--- config.mk ---
export PLATFORM = sky130hd
export DESIGN_NAME = stepper_velocity_sequencer_core_flat
export DESIGN_NICKNAME = d
export VERILOG_FILES = /design/src/design/svs_pkg.sv /design/src/design/svs_if.sv /design/src/design/svs_datapath.sv /design/src/design/svs_ctrl.sv /design/src/design/stepper_velocity_sequencer_core.sv /design/src/flat_wrapper.sv
export SDC_FILE = /design/constraint.sdc
export NUM_CORES = 1
export LEC_CHECK = 0
export BUFFER_PORTS_ARGS = -buffer_cell sky130_fd_sc_hd__buf_4
export CAP_MARGIN = 10
export CORE_MARGIN = 2
export CORE_UTILIZATION = 51
export CTS_CLUSTER_SIZE = 14
export DETAILED_ROUTE_END_ITERATION = 16
export PLACE_DENSITY = 0.69
export SLEW_MARGIN = 25
export SYNTH_ARGS = -nofsm -noshare
export SYNTH_HDL_FRONTEND = slang
export SYNTH_SLANG_ARGS = --single-unit
--- constraint.sdc ---
create_clock -name clk -period 9.5 [get_ports clk]
set_input_delay 2.85 -clock clk [delete_from_list [all_inputs] [get_ports clk]]
set_output_delay 2.85 -clock clk [all_outputs]
set_load 0.05 [all_outputs]
--- src/design/svs_pkg.sv ---
`timescale 1ns / 1ps
// ----------------------------------------------------------------------------
// svs_pkg
// Shared types, codes and constants of the stepper velocity sequencer.
// ----------------------------------------------------------------------------
package svs_pkg;

    localparam int ACTION_W   = 2;
    localparam int VEL_W      = 16;
    localparam int MAG_W      = 17;
    localparam int DELAY_W    = 15;
    localparam int COILS_W    = 4;
    localparam int PHASE_W    = 2;
    localparam int DIV_STEPS  = 15;
    localparam int DIV_CNT_W  = 4;

    localparam logic [DELAY_W-1:0] STEP_DIVIDEND = 15'd18000;
    localparam logic [DELAY_W-1:0] TICK_SAT      = 15'h7FFF;
    localparam logic [PHASE_W-1:0] LAST_PHASE    = 2'd3;

    typedef enum logic [ACTION_W-1:0] {
        ACT_TICK     = 2'd0,
        ACT_VELOCITY = 2'd1,
        ACT_STOP     = 2'd2,
        ACT_NONE     = 2'd3
    } action_t;

    typedef enum logic [1:0] {
        ST_IDLE,
        ST_DIVIDE,
        ST_APPLY
    } state_t;

    typedef struct packed {
        logic load;
        logic div_step;
        logic apply;
    } cmd_t;

    typedef struct packed {
        logic need_div;
        logic out_free;
    } status_t;

    function automatic logic [COILS_W-1:0] phase_coils(input logic reverse,
                                                       input logic [PHASE_W-1:0] idx);
        logic [COILS_W-1:0] result;
        begin
            case (idx)
                2'd0:    result = reverse ? 4'h9 : 4'hA;
                2'd1:    result = reverse ? 4'h5 : 4'h6;
                2'd2:    result = reverse ? 4'h6 : 4'h5;
                default: result = reverse ? 4'hA : 4'h9;
            endcase
            return result;
        end
    endfunction

endpackage

--- src/design/svs_if.sv ---
`timescale 1ns / 1ps
// ----------------------------------------------------------------------------
// svs_in_if / svs_out_if
// Valid/ready channels for input items and result items.
// ----------------------------------------------------------------------------
interface svs_in_if;
    logic                            valid;
    logic                            ready;
    logic [svs_pkg::ACTION_W-1:0]    action;
    logic signed [svs_pkg::VEL_W-1:0] velocity_tenths;

    modport source (output valid, output action, output velocity_tenths, input ready);
    modport sink   (input valid, input action, input velocity_tenths, output ready);
endinterface

interface svs_out_if;
    logic                            valid;
    logic                            ready;
    logic [svs_pkg::COILS_W-1:0]     coils;
    logic                            moving;
    logic                            halted;
    logic [svs_pkg::DELAY_W-1:0]     delay_in_use;
    logic [svs_pkg::PHASE_W-1:0]     phase_now;

    modport source (output valid, output coils, output moving, output halted,
                    output delay_in_use, output phase_now, input ready);
    modport sink   (input valid, input coils, input moving, input halted,
                    input delay_in_use, input phase_now, output ready);
endinterface

--- src/design/svs_datapath.sv ---
`timescale 1ns / 1ps
// ----------------------------------------------------------------------------
// svs_datapath
// Sequencer state, restoring divider for the hold time and result register.
// ----------------------------------------------------------------------------
module svs_datapath #(
    parameter int DEFAULT_DELAY_MS = 10
) (
    input  logic                                clk,
    input  logic                                rst_n,
    input  svs_pkg::cmd_t                       cmd,
    output svs_pkg::status_t                    status,
    input  logic [svs_pkg::ACTION_W-1:0]        in_action,
    input  logic signed [svs_pkg::VEL_W-1:0]    in_velocity,
    input  logic                                out_ready,
    output logic                                out_valid,
    output logic [svs_pkg::COILS_W-1:0]         out_coils,
    output logic                                out_moving,
    output logic                                out_halted,
    output logic [svs_pkg::DELAY_W-1:0]         out_delay,
    output logic [svs_pkg::PHASE_W-1:0]         out_phase
);

    logic [svs_pkg::ACTION_W-1:0] act_reg;
    logic                         neg_reg;
    logic [svs_pkg::MAG_W-1:0]    mag_reg;
    logic [svs_pkg::DELAY_W:0]    rem_reg;
    logic [svs_pkg::DELAY_W-1:0]  quo_reg;

    logic [svs_pkg::DELAY_W-1:0]  hold_reg, hold_next;
    logic                         run_reg, run_next;
    logic                         stop_reg, stop_next;
    logic                         wrev_reg, wrev_next;
    logic                         act_seq_reg, act_seq_next;
    logic                         srev_reg, srev_next;
    logic [svs_pkg::PHASE_W-1:0]  phase_reg, phase_next;
    logic [svs_pkg::DELAY_W-1:0]  tick_reg, tick_next;
    logic [svs_pkg::COILS_W-1:0]  coil_reg, coil_next;

    logic                         out_valid_reg;
    logic [svs_pkg::COILS_W-1:0]  out_coils_reg;
    logic                         out_moving_reg;
    logic                         out_halted_reg;
    logic [svs_pkg::DELAY_W-1:0]  out_delay_reg;
    logic [svs_pkg::PHASE_W-1:0]  out_phase_reg;

    logic                         live_neg;
    logic [svs_pkg::MAG_W-1:0]    live_mag;
    logic [svs_pkg::DELAY_W:0]    trial;
    logic                         trial_fits;

    assign live_neg = in_velocity[svs_pkg::VEL_W-1];
    assign live_mag = live_neg ? (17'h10000 - {1'b0, in_velocity})
                               : {1'b0, in_velocity};

    assign status.need_div = (in_action == svs_pkg::ACT_VELOCITY) && (live_mag != '0);
    assign status.out_free = !out_valid_reg || out_ready;

    assign trial      = {rem_reg[svs_pkg::DELAY_W-1:0], quo_reg[svs_pkg::DELAY_W-1]};
    assign trial_fits = {1'b0, trial} >= mag_reg;

    always_ff @(posedge clk)
    begin
        if (cmd.load)
        begin
            act_reg <= in_action;
            neg_reg <= live_neg;
            mag_reg <= live_mag;
            rem_reg <= '0;
            quo_reg <= svs_pkg::STEP_DIVIDEND;
        end
        else if (cmd.div_step)
        begin
            rem_reg <= trial_fits ? (trial - mag_reg[svs_pkg::DELAY_W:0]) : trial;
            quo_reg <= {quo_reg[svs_pkg::DELAY_W-2:0], trial_fits};
        end
    end

    always_comb
    begin
        hold_next    = hold_reg;
        run_next     = run_reg;
        stop_next    = stop_reg;
        wrev_next    = wrev_reg;
        act_seq_next = act_seq_reg;
        srev_next    = srev_reg;
        phase_next   = phase_reg;
        tick_next    = tick_reg;
        coil_next    = coil_reg;
        case (act_reg)
            svs_pkg::ACT_TICK:
            begin
                if (!stop_reg)
                begin
                    if (!act_seq_reg)
                    begin
                        if (run_reg)
                        begin
                            act_seq_next = 1'b1;
                            srev_next    = wrev_reg;
                            phase_next   = '0;
                            tick_next    = '0;
                            coil_next    = svs_pkg::phase_coils(wrev_reg, '0);
                        end
                    end
                    else
                    begin
                        if (tick_reg != svs_pkg::TICK_SAT)
                        begin
                            tick_next = tick_reg + 1'b1;
                        end
                        if (tick_next >= hold_reg)
                        begin
                            if (phase_reg == svs_pkg::LAST_PHASE)
                            begin
                                tick_next = '0;
                                if (run_reg)
                                begin
                                    srev_next  = wrev_reg;
                                    phase_next = '0;
                                    coil_next  = svs_pkg::phase_coils(wrev_reg, '0);
                                end
                                else
                                begin
                                    act_seq_next = 1'b0;
                                end
                            end
                            else
                            begin
                                phase_next = phase_reg + 1'b1;
                                tick_next  = '0;
                                coil_next  = svs_pkg::phase_coils(srev_reg, phase_next);
                            end
                        end
                    end
                end
            end
            svs_pkg::ACT_VELOCITY:
            begin
                if (!stop_reg)
                begin
                    if (mag_reg == '0)
                    begin
                        run_next = 1'b0;
                    end
                    else
                    begin
                        hold_next = (quo_reg == '0) ? 15'd1 : quo_reg;
                        wrev_next = neg_reg;
                        run_next  = 1'b1;
                    end
                end
            end
            svs_pkg::ACT_STOP:
            begin
                stop_next    = 1'b1;
                run_next     = 1'b0;
                act_seq_next = 1'b0;
                coil_next    = '0;
                phase_next   = '0;
                tick_next    = '0;
            end
            default:
            begin
            end
        endcase
    end

    always_ff @(posedge clk or negedge rst_n)
    begin
        if (!rst_n)
        begin
            hold_reg      <= svs_pkg::DELAY_W'(DEFAULT_DELAY_MS);
            run_reg       <= 1'b0;
            stop_reg      <= 1'b0;
            wrev_reg      <= 1'b0;
            act_seq_reg   <= 1'b0;
            srev_reg      <= 1'b0;
            phase_reg     <= '0;
            tick_reg      <= '0;
            coil_reg      <= '0;
            out_valid_reg <= 1'b0;
        end
        else
        begin
            if (cmd.apply)
            begin
                hold_reg      <= hold_next;
                run_reg       <= run_next;
                stop_reg      <= stop_next;
                wrev_reg      <= wrev_next;
                act_seq_reg   <= act_seq_next;
                srev_reg      <= srev_next;
                phase_reg     <= phase_next;
                tick_reg      <= tick_next;
                coil_reg      <= coil_next;
                out_valid_reg <= 1'b1;
            end
            else if (out_ready)
            begin
                out_valid_reg <= 1'b0;
            end
        end
    end

    always_ff @(posedge clk or negedge rst_n)
    begin
        if (!rst_n)
        begin
            out_coils_reg  <= '0;
            out_moving_reg <= 1'b0;
            out_halted_reg <= 1'b0;
            out_delay_reg  <= svs_pkg::DELAY_W'(DEFAULT_DELAY_MS);
            out_phase_reg  <= '0;
        end
        else if (cmd.apply)
        begin
            out_coils_reg  <= coil_next;
            out_moving_reg <= run_next && !stop_next;
            out_halted_reg <= stop_next;
            out_delay_reg  <= hold_next;
            out_phase_reg  <= phase_next;
        end
    end

    assign out_valid  = out_valid_reg;
    assign out_coils  = out_coils_reg;
    assign out_moving = out_moving_reg;
    assign out_halted = out_halted_reg;
    assign out_delay  = out_delay_reg;
    assign out_phase  = out_phase_reg;

endmodule

--- src/design/svs_ctrl.sv ---
`timescale 1ns / 1ps
// ----------------------------------------------------------------------------
// svs_ctrl
// Controller: accepts a transaction, sequences the divider, commits the result.
// ----------------------------------------------------------------------------
module svs_ctrl (
    input  logic              clk,
    input  logic              rst_n,
    input  logic              in_valid,
    output logic              in_ready,
    input  svs_pkg::status_t  status,
    output svs_pkg::cmd_t     cmd
);

    svs_pkg::state_t               state_reg, state_next;
    logic [svs_pkg::DIV_CNT_W-1:0] cnt_reg, cnt_next;

    always_ff @(posedge clk or negedge rst_n)
    begin
        if (!rst_n)
        begin
            state_reg <= svs_pkg::ST_IDLE;
            cnt_reg   <= '0;
        end
        else
        begin
            state_reg <= state_next;
            cnt_reg   <= cnt_next;
        end
    end

    always_comb
    begin
        state_next   = state_reg;
        cnt_next     = cnt_reg;
        in_ready     = 1'b0;
        cmd.load     = 1'b0;
        cmd.div_step = 1'b0;
        cmd.apply    = 1'b0;
        case (state_reg)
            svs_pkg::ST_IDLE:
            begin
                in_ready = 1'b1;
                if (in_valid)
                begin
                    cmd.load   = 1'b1;
                    cnt_next   = '0;
                    state_next = status.need_div ? svs_pkg::ST_DIVIDE : svs_pkg::ST_APPLY;
                end
            end
            svs_pkg::ST_DIVIDE:
            begin
                cmd.div_step = 1'b1;
                cnt_next     = cnt_reg + 1'b1;
                if (cnt_reg == svs_pkg::DIV_CNT_W'(svs_pkg::DIV_STEPS - 1))
                begin
                    state_next = svs_pkg::ST_APPLY;
                end
            end
            svs_pkg::ST_APPLY:
            begin
                if (status.out_free)
                begin
                    cmd.apply  = 1'b1;
                    state_next = svs_pkg::ST_IDLE;
                end
            end
            default:
            begin
                state_next = svs_pkg::ST_IDLE;
            end
        endcase
    end

endmodule

--- src/design/stepper_velocity_sequencer_core.sv ---
`timescale 1ns / 1ps
// ----------------------------------------------------------------------------
// stepper_velocity_sequencer_core
// Full-step two-phase stepper sequencer driven by ticks, velocity and e-stop.
// ----------------------------------------------------------------------------
// Each input transaction yields exactly one result transaction. A tick, stop,
// zero velocity or unused code goes from acceptance through the apply step to
// the result register. A nonzero velocity command passes through the fifteen
// steps of the restoring divider, which computes 18000 / |v| one quotient bit
// per cycle, before its apply step. One item is processed at a time, and the
// result register lets a new transaction be accepted while the previous result
// waits to be taken. That new item then waits in its apply step until the
// result register is free.
module stepper_velocity_sequencer_core #(
    parameter int DEFAULT_DELAY_MS = 10
) (
    input  logic       clk,
    input  logic       rst_n,
    svs_in_if.sink     in_ch,
    svs_out_if.source  out_ch
);

    svs_pkg::cmd_t    cmd;
    svs_pkg::status_t status;

    svs_ctrl u_ctrl (
        .clk      (clk),
        .rst_n    (rst_n),
        .in_valid (in_ch.valid),
        .in_ready (in_ch.ready),
        .status   (status),
        .cmd      (cmd)
    );

    svs_datapath #(
        .DEFAULT_DELAY_MS (DEFAULT_DELAY_MS)
    ) u_datapath (
        .clk         (clk),
        .rst_n       (rst_n),
        .cmd         (cmd),
        .status      (status),
        .in_action   (in_ch.action),
        .in_velocity (in_ch.velocity_tenths),
        .out_ready   (out_ch.ready),
        .out_valid   (out_ch.valid),
        .out_coils   (out_ch.coils),
        .out_moving  (out_ch.moving),
        .out_halted  (out_ch.halted),
        .out_delay   (out_ch.delay_in_use),
        .out_phase   (out_ch.phase_now)
    );

endmodule

--- src/flat_wrapper.sv ---
// flat-port wrapper written by rule: the top's interface ports become plain ports
module stepper_velocity_sequencer_core_flat 
#(
    parameter int DEFAULT_DELAY_MS = 10
)
  (clk, rst_n, in_ch_valid, in_ch_action, in_ch_velocity_tenths, in_ch_ready, out_ch_valid, out_ch_coils, out_ch_moving, out_ch_halted, out_ch_delay_in_use, out_ch_phase_now, out_ch_ready);
  svs_in_if in_ch_i ();
  svs_out_if out_ch_i ();
  input  logic clk;
  input  logic rst_n;
  input wire logic [$bits(in_ch_i.valid)-1:0] in_ch_valid;
  input wire logic [$bits(in_ch_i.action)-1:0] in_ch_action;
  input wire logic [$bits(in_ch_i.velocity_tenths)-1:0] in_ch_velocity_tenths;
  output wire logic [$bits(in_ch_i.ready)-1:0] in_ch_ready;
  output wire logic [$bits(out_ch_i.valid)-1:0] out_ch_valid;
  output wire logic [$bits(out_ch_i.coils)-1:0] out_ch_coils;
  output wire logic [$bits(out_ch_i.moving)-1:0] out_ch_moving;
  output wire logic [$bits(out_ch_i.halted)-1:0] out_ch_halted;
  output wire logic [$bits(out_ch_i.delay_in_use)-1:0] out_ch_delay_in_use;
  output wire logic [$bits(out_ch_i.phase_now)-1:0] out_ch_phase_now;
  input wire logic [$bits(out_ch_i.ready)-1:0] out_ch_ready;
  assign in_ch_i.valid = in_ch_valid;
  assign in_ch_i.action = in_ch_action;
  assign in_ch_i.velocity_tenths = in_ch_velocity_tenths;
  assign in_ch_ready = in_ch_i.ready;
  assign out_ch_valid = out_ch_i.valid;
  assign out_ch_coils = out_ch_i.coils;
  assign out_ch_moving = out_ch_i.moving;
  assign out_ch_halted = out_ch_i.halted;
  assign out_ch_delay_in_use = out_ch_i.delay_in_use;
  assign out_ch_phase_now = out_ch_i.phase_now;
  assign out_ch_i.ready = out_ch_ready;
  stepper_velocity_sequencer_core #(.DEFAULT_DELAY_MS(DEFAULT_DELAY_MS)) u_core (.clk(clk), .rst_n(rst_n), .in_ch(in_ch_i), .out_ch(out_ch_i));
endmodule
# Yosys cells after proc, flatten, opt, wreduce, memory -nomap -nowiden
# Index checks and enable logic that the tools add are counted.
dict set report classes {
  add_sub_neg 5
  mul 0
  div 0
  magnitude_cmp 2
  n_eq_ne 18
  shift 0
  muxes 62
  n_bitwise 2
  n_reduce_logical 21
}
# op count
set op_table {}
lappend op_table {{$mux 15} 13}
lappend op_table {{$pmux 15 s2} 1}
lappend op_table {{$mux 2} 14}
lappend op_table {{$mux 4} 6}
lappend op_table {{$mux 1} 20}
lappend op_table {{$ge 16x17->1} 1}
lappend op_table {{$logic_not 17->1} 1}
lappend op_table {{$mux 17} 1}
lappend op_table {{$reduce_bool 17->1} 1}
lappend op_table {{$sub 17x16->17 const A} 1}
lappend op_table {{$pmux 4 s2} 2}
lappend op_table {{$add 15x1->15 const B} 1}
lappend op_table {{$ge 15x15->1} 1}
lappend op_table {{$logic_not 15->1} 1}
lappend op_table {{$ne 15x15->1 const B} 1}
lappend op_table {{$sub 15x15->15} 1}
lappend op_table {{$pmux 4 s3} 1}
lappend op_table {{$reduce_and 4->1} 3}
lappend op_table {{$eq 2x1->1 const B} 4}
lappend op_table {{$eq 2x2->1 const B} 4}
lappend op_table {{$logic_not 2->1} 3}
lappend op_table {{$ne 2x1->1 const B} 3}
lappend op_table {{$ne 2x2->1 const B} 3}
lappend op_table {{$ne 3x3->1 const B} 2}
lappend op_table {{other kinds (14)} 21}
dict set report totals {
  regBits 99
  latchBits 0
  mem_bits_rw 0
  mem_bits_ro 0
  input_bits 22
  output_inout_bits 25
  wordCells 128
  n_memories 0
}

# Longest topological paths before layout
dict set report depth {
  depth_word 10
  depth_mapped 17
  mapped_depth_nobuf 14
}

# By module
# From an unflattened synthesis, not the netlist that was laid out.
dict set report hier_totals {
  cells_unflattened 662
  area_unflattened_um2 6118.4
}
# mod n_inst cells_per_inst area_each_um2 seq_area_each_um2
set by_module_without_submodules {}
lappend by_module_without_submodules {svs_datapath 1 629 5786.8 2279.7}
lappend by_module_without_submodules {svs_ctrl 1 33 331.6 150.1}

# Worst setup path after synthesis
# OpenSTA, ideal clock, no wires.
dict set report synth_path {
  kind {input-to-reg}
  from {input in_ch_velocity_tenths[1]}
  to {register u_core.u_ctrl.state_reg[0]}
  setup_time_ns 0.121
  arrival_time_ns 5.332
  required_ns 9.379
  slack_ns 4.047
  path_stages 9
  path_buffers 0
  cell_sequence {inv_1 ha_1 or4b_4 or4_4 mux2_2 a32o_2 o2111ai_1 or4_1 a32o_2}
}
dict set report synth_between {
  elab_chain_cells 7
}
# element line
set synth_rtl {}
lappend synth_rtl {{from (decl)} flat_wrapper.sv:13} ;# input wire logic [$bits(in_ch_i.velocity_tenths)-1:0] in_ch_velocity_tenths;
lappend synth_rtl {{$sub 17x16->17} svs_datapath.sv:53} ;# assign live_mag = live_neg ? (17'h10000 - {1'b0, in_velocity})
lappend synth_rtl {{$mux 17 (*)} svs_datapath.sv:53}
lappend synth_rtl {{$reduce_bool 17->1 (*)} svs_datapath.sv:56} ;# assign status.need_div = (in_action == svs_pkg::ACT_VELOCITY) && (live_mag != '0);
lappend synth_rtl {{$logic_and 1x1->1 (*)} svs_datapath.sv:56}
lappend synth_rtl {{$mux 2 (*)} svs_ctrl.sv:48} ;# state_next = status.need_div ? svs_pkg::ST_DIVIDE : svs_pkg::ST_APPLY;
lappend synth_rtl {{$mux 2 (*)} svs_ctrl.sv:44} ;# if (in_valid)
lappend synth_rtl {{$pmux 2 s3 (*)} svs_ctrl.sv:40} ;# case (state_reg)
lappend synth_rtl {{to (signal assigned)} svs_ctrl.sv:22} ;# state_reg <= svs_pkg::ST_IDLE;
lappend synth_rtl {{to (signal assigned)} svs_ctrl.sv:27} ;# state_reg <= state_next;
lappend synth_rtl {{to (decl)} svs_ctrl.sv:15} ;# svs_pkg::state_t state_reg, state_next;
# Mark *: on every way between the ends. The rest lies on a longest branch, timed or not. The select of a mux whose other input is x is not followed.
# A chain may end at the register's enable or synchronous reset.

# Worst setup path after layout
# Same ends and word-level chain as after synthesis.

==> out/metrics.csv <==
stage,metric,value,unit
worst_setup_path,Critical Path AT,5.61,ns
layout,ANT cells,0,
global_routing,GRT overflow,0,
synthesis,Syn Inst Count,658,
synthesis,number of synthesis warnings,0,
layout,"most common cell after layout, fill and taps aside",nand2_1,
timing,Slew HR,0.419,
synthesis,Syn Std Cell Area,6120,µm²
layout,Area growth syn-to-layout,12.2,%
routing,Pre-antenna DRT Iters,5,
clocking,deepest clock path buffer count,2,
timing,Peak Freq,0.186,GHz
routing,Post-DRT Antenna Nets,0,
worst_setup_path,worst-path fanout max,4,
run,max_cap viols,0,
routing,DRT Wirelength,14100,µm
global_routing,largest net degree at the start of global routing,50,
timing,Worst Tran Pin Value,0.872,ns
min_path,Hold/Removal Path Class,reg -> reg,
timing,final-report setup violation count,0,
synthesis,top post-synthesis cells by area,"dfrtp_1 (19%), dfxtp_1 (9.8%), edfxtp_1 (9.8%), ha_1 (8.6%), xnor2_1 (3.7%)",
clocking,root buf cell,clkbuf_16,
synthesis,Synth area leader,dfrtp_1,
floorplanning,Initial Util,0.516,
timing,RSZ-0062 raised after global routing,false,
synthesis,area share of the largest cell type after synthesis,0.192,
worst_setup_path,Setup CP Type,in -> reg,
pwr,Pleak,3.06,nW
clocking,H-tree levels,3,
synthesis,asr flop ratio synth,0.495,
routing,DRC viols,0,
layout,most frequent cells in the layout,"nand2_1 (57), inv_1 (56), buf_4 (49), dfrtp_1 (47), o21ai_0 (44)",
synthesis,syn_nets,723,
global_routing,GRT Total Usage,0.229,
floorplanning,Die Y,114,µm
timing,final hold vios,0,
worst_setup_path,Startpoint Class,input pin,
clocking,CTS sink cnt,99,
global_routing,antenna violations before repair,0,
place,Final HPWL DP,10500,µm
layout,area of the multi-input gates,3390,µm²
timing,period utilization,0.565,
clocking,CTS Buf Count,9,
clocking,clock transition at the registers of the reported paths,0.07,ns
synthesis,most used flip-flop cell after synthesis,dfrtp_1,
synthesis,number of enable flip-flop cells after synthesis,20,
timing,pins over their slew limit,0,
timing,crit path time final,5.37,ns
floorplanning,core area,11900,µm²
worst_setup_path,Setup crit end kind,register,
global_routing,vias in the first global route,4805,
synthesis,Synth Register Bits,99,
clocking,CTS hold repair buffers,0,
min_path,hold depth,2,
status,status,"finished, final reports clean",
clocking,"Clk Latency, worst-skew pair",0.35,ns
synthesis,Yosys cell types,71,
layout,max FFs per register,17,
pwr,Final Power,1.58,mW
global_routing,first-pass GRT wire length,23700,µm
routing,vias post-DR,5000,
place,Final Wtd Congestion,0.931,
clocking,post_cts resized,0,
timing,Clock Skew,0.00768,ns
worst_setup_path,data required time of the worst path,9.75,ns
layout,share of cells above drive strength 1,0.152,
routing,wire per inst,16.5,µm
routing,Initial DRC Count,448,
worst_setup_path,worst r2r path cells,13,
floorplanning,die area,12900,µm²
synthesis,post-synthesis sequential area ratio,0.397,
floorplanning,Cell Rows,40,
synthesis,Syn Area/Cell,9.30,µm²
clocking,CTS tree,done,
place,input/output buffers,46,
worst_setup_path,"slowest stage delay, CP",0.57,ns
floorplanning,die width,114,µm
floorplanning,IO Pins,47,
routing,Avg Vias per Cell,5.86,
worst_setup_path,slowest CP cell,or4_4,
timing,Setup TNS,0,ns
layout,NumNets Final,766,
layout,fillers,1031,
clocking,# Post-CTS Setup Buffers,0,
worst_setup_path,worst path cell trace,buf_4 > inv_1 > ha_1 > or4b_4 > or4_4 > mux2_2 > a32o_2 > o2111ai_1 > or4_1 > a32o_2,
pwr,Cell Pwr Density,231,nW/µm²
layout,Register Area,2430,µm²
worst_setup_path,Crit path top cell by count,a32o_2,
pwr,Max IR drop VDD,0.118,mV
==> where the power goes <==
part           switching, mW  internal, mW  total, mW
Combinational          0.359         0.247      0.606
Clock                  0.175         0.183      0.358
Sequential            0.0890         0.531      0.620
Total                  0.623         0.962       1.58
==> worst max-delay path: cells and delay by family <==
kind / cells / cell delay (ns)
mux: 1 / 0.25
buf+inv: 2 / 0.18
compound gates: 3 / 0.55
simple gates: 3 / 1.62
fa+ha+maj: 1 / 0.16
==> per-stage QoR <==
stage,std cells,hold slack (ns),cell area (µm²),utilization,worst slack (ns)
floorplan,658,0.446,6120,-,4.05
global placement,837,0.477,6580,0.554,3.83
detailed placement,837,0.484,6580,0.555,3.78
CTS,853,0.499,6870,0.579,4.14
global route,853,0.517,6870,0.579,4.01
finish,853,0.497,6870,0.579,4.13
==> cell type report <==
class	count	share of cell area
clock buffers	10	0.0333
multi-input cells	486	0.493
clock inverters	6	0.00874
flip-flops and latches	99	0.354
well taps	147	0.0268
repair buffers	49	0.0536
inverters	56	0.0306
==> routing by layer <==
metal,global-route usage,routed length [µm],part of all wire
met1,0.311,6580,0.47
met2,0.369,6510,0.46
met3,0.0351,600,0.043
met4,0.0943,396,0.028
met5,0,0,0
==> synth_stat cells, types with 3 or more instances <==
master and n:
nand4_1 12, nand3_1 16, o22ai_1 3, xor2_1 10, o2111ai_1 3, o31ai_1 4
a21oi_1 38, o211ai_1 3, inv_1 56, or2_2 4, nand2b_1 13, xnor2_1 26
nand2_1 57, nor4_1 8, nor2_1 44, dfrtp_1 47, a22o_1 16, o2bb2ai_1 3
and2_1 4, nor3_1 9, dfxtp_1 30, mux2i_1 17, nor2b_1 7, and3_1 6
a221oi_1 3, mux2_2 17, buf_6 3, clkbuf_1 12, o21a_1 5, a31oi_1 7
ha_1 42, and4_1 3, a21o_1 8, o22a_1 6, edfxtp_1 20, or3_1 10
o21ai_0 44
==> cell families after synthesis <==
| family | share of synthesized area |
|---|---|
| other | 0.000613 |
| DFF | 0.397 |
| buffers and inverters | 0.0503 |
| xor gates and xnor gates | 0.0515 |
| muxes | 0.0591 |
| adders and majority gates | 0.0891 |
| AOI/OAI and AO/OA | 0.175 |
| and+or+nand+nor | 0.177 |
==> worst paths after layout <==
path,slack [ns],to,from
setup / recovery,4.13,u_core.u_ctrl.state_reg[0],in_ch_velocity_tenths[1]
hold / removal,0.50,u_core.u_datapath.rem_reg[13],u_core.u_datapath.rem_reg[13]
setup reg to reg,5.24,u_core.u_datapath.tick_reg[11],u_core.u_datapath.tick_reg[8]
hold reg to reg,0.50,u_core.u_datapath.rem_reg[13],u_core.u_datapath.rem_reg[13]
max in group asynchronous,6.56,u_core.u_datapath.act_seq_reg,rst_n
min in group asynchronous,2.52,u_core.u_datapath.tick_reg[3],rst_n
Power figures use the tool's default switching activity.
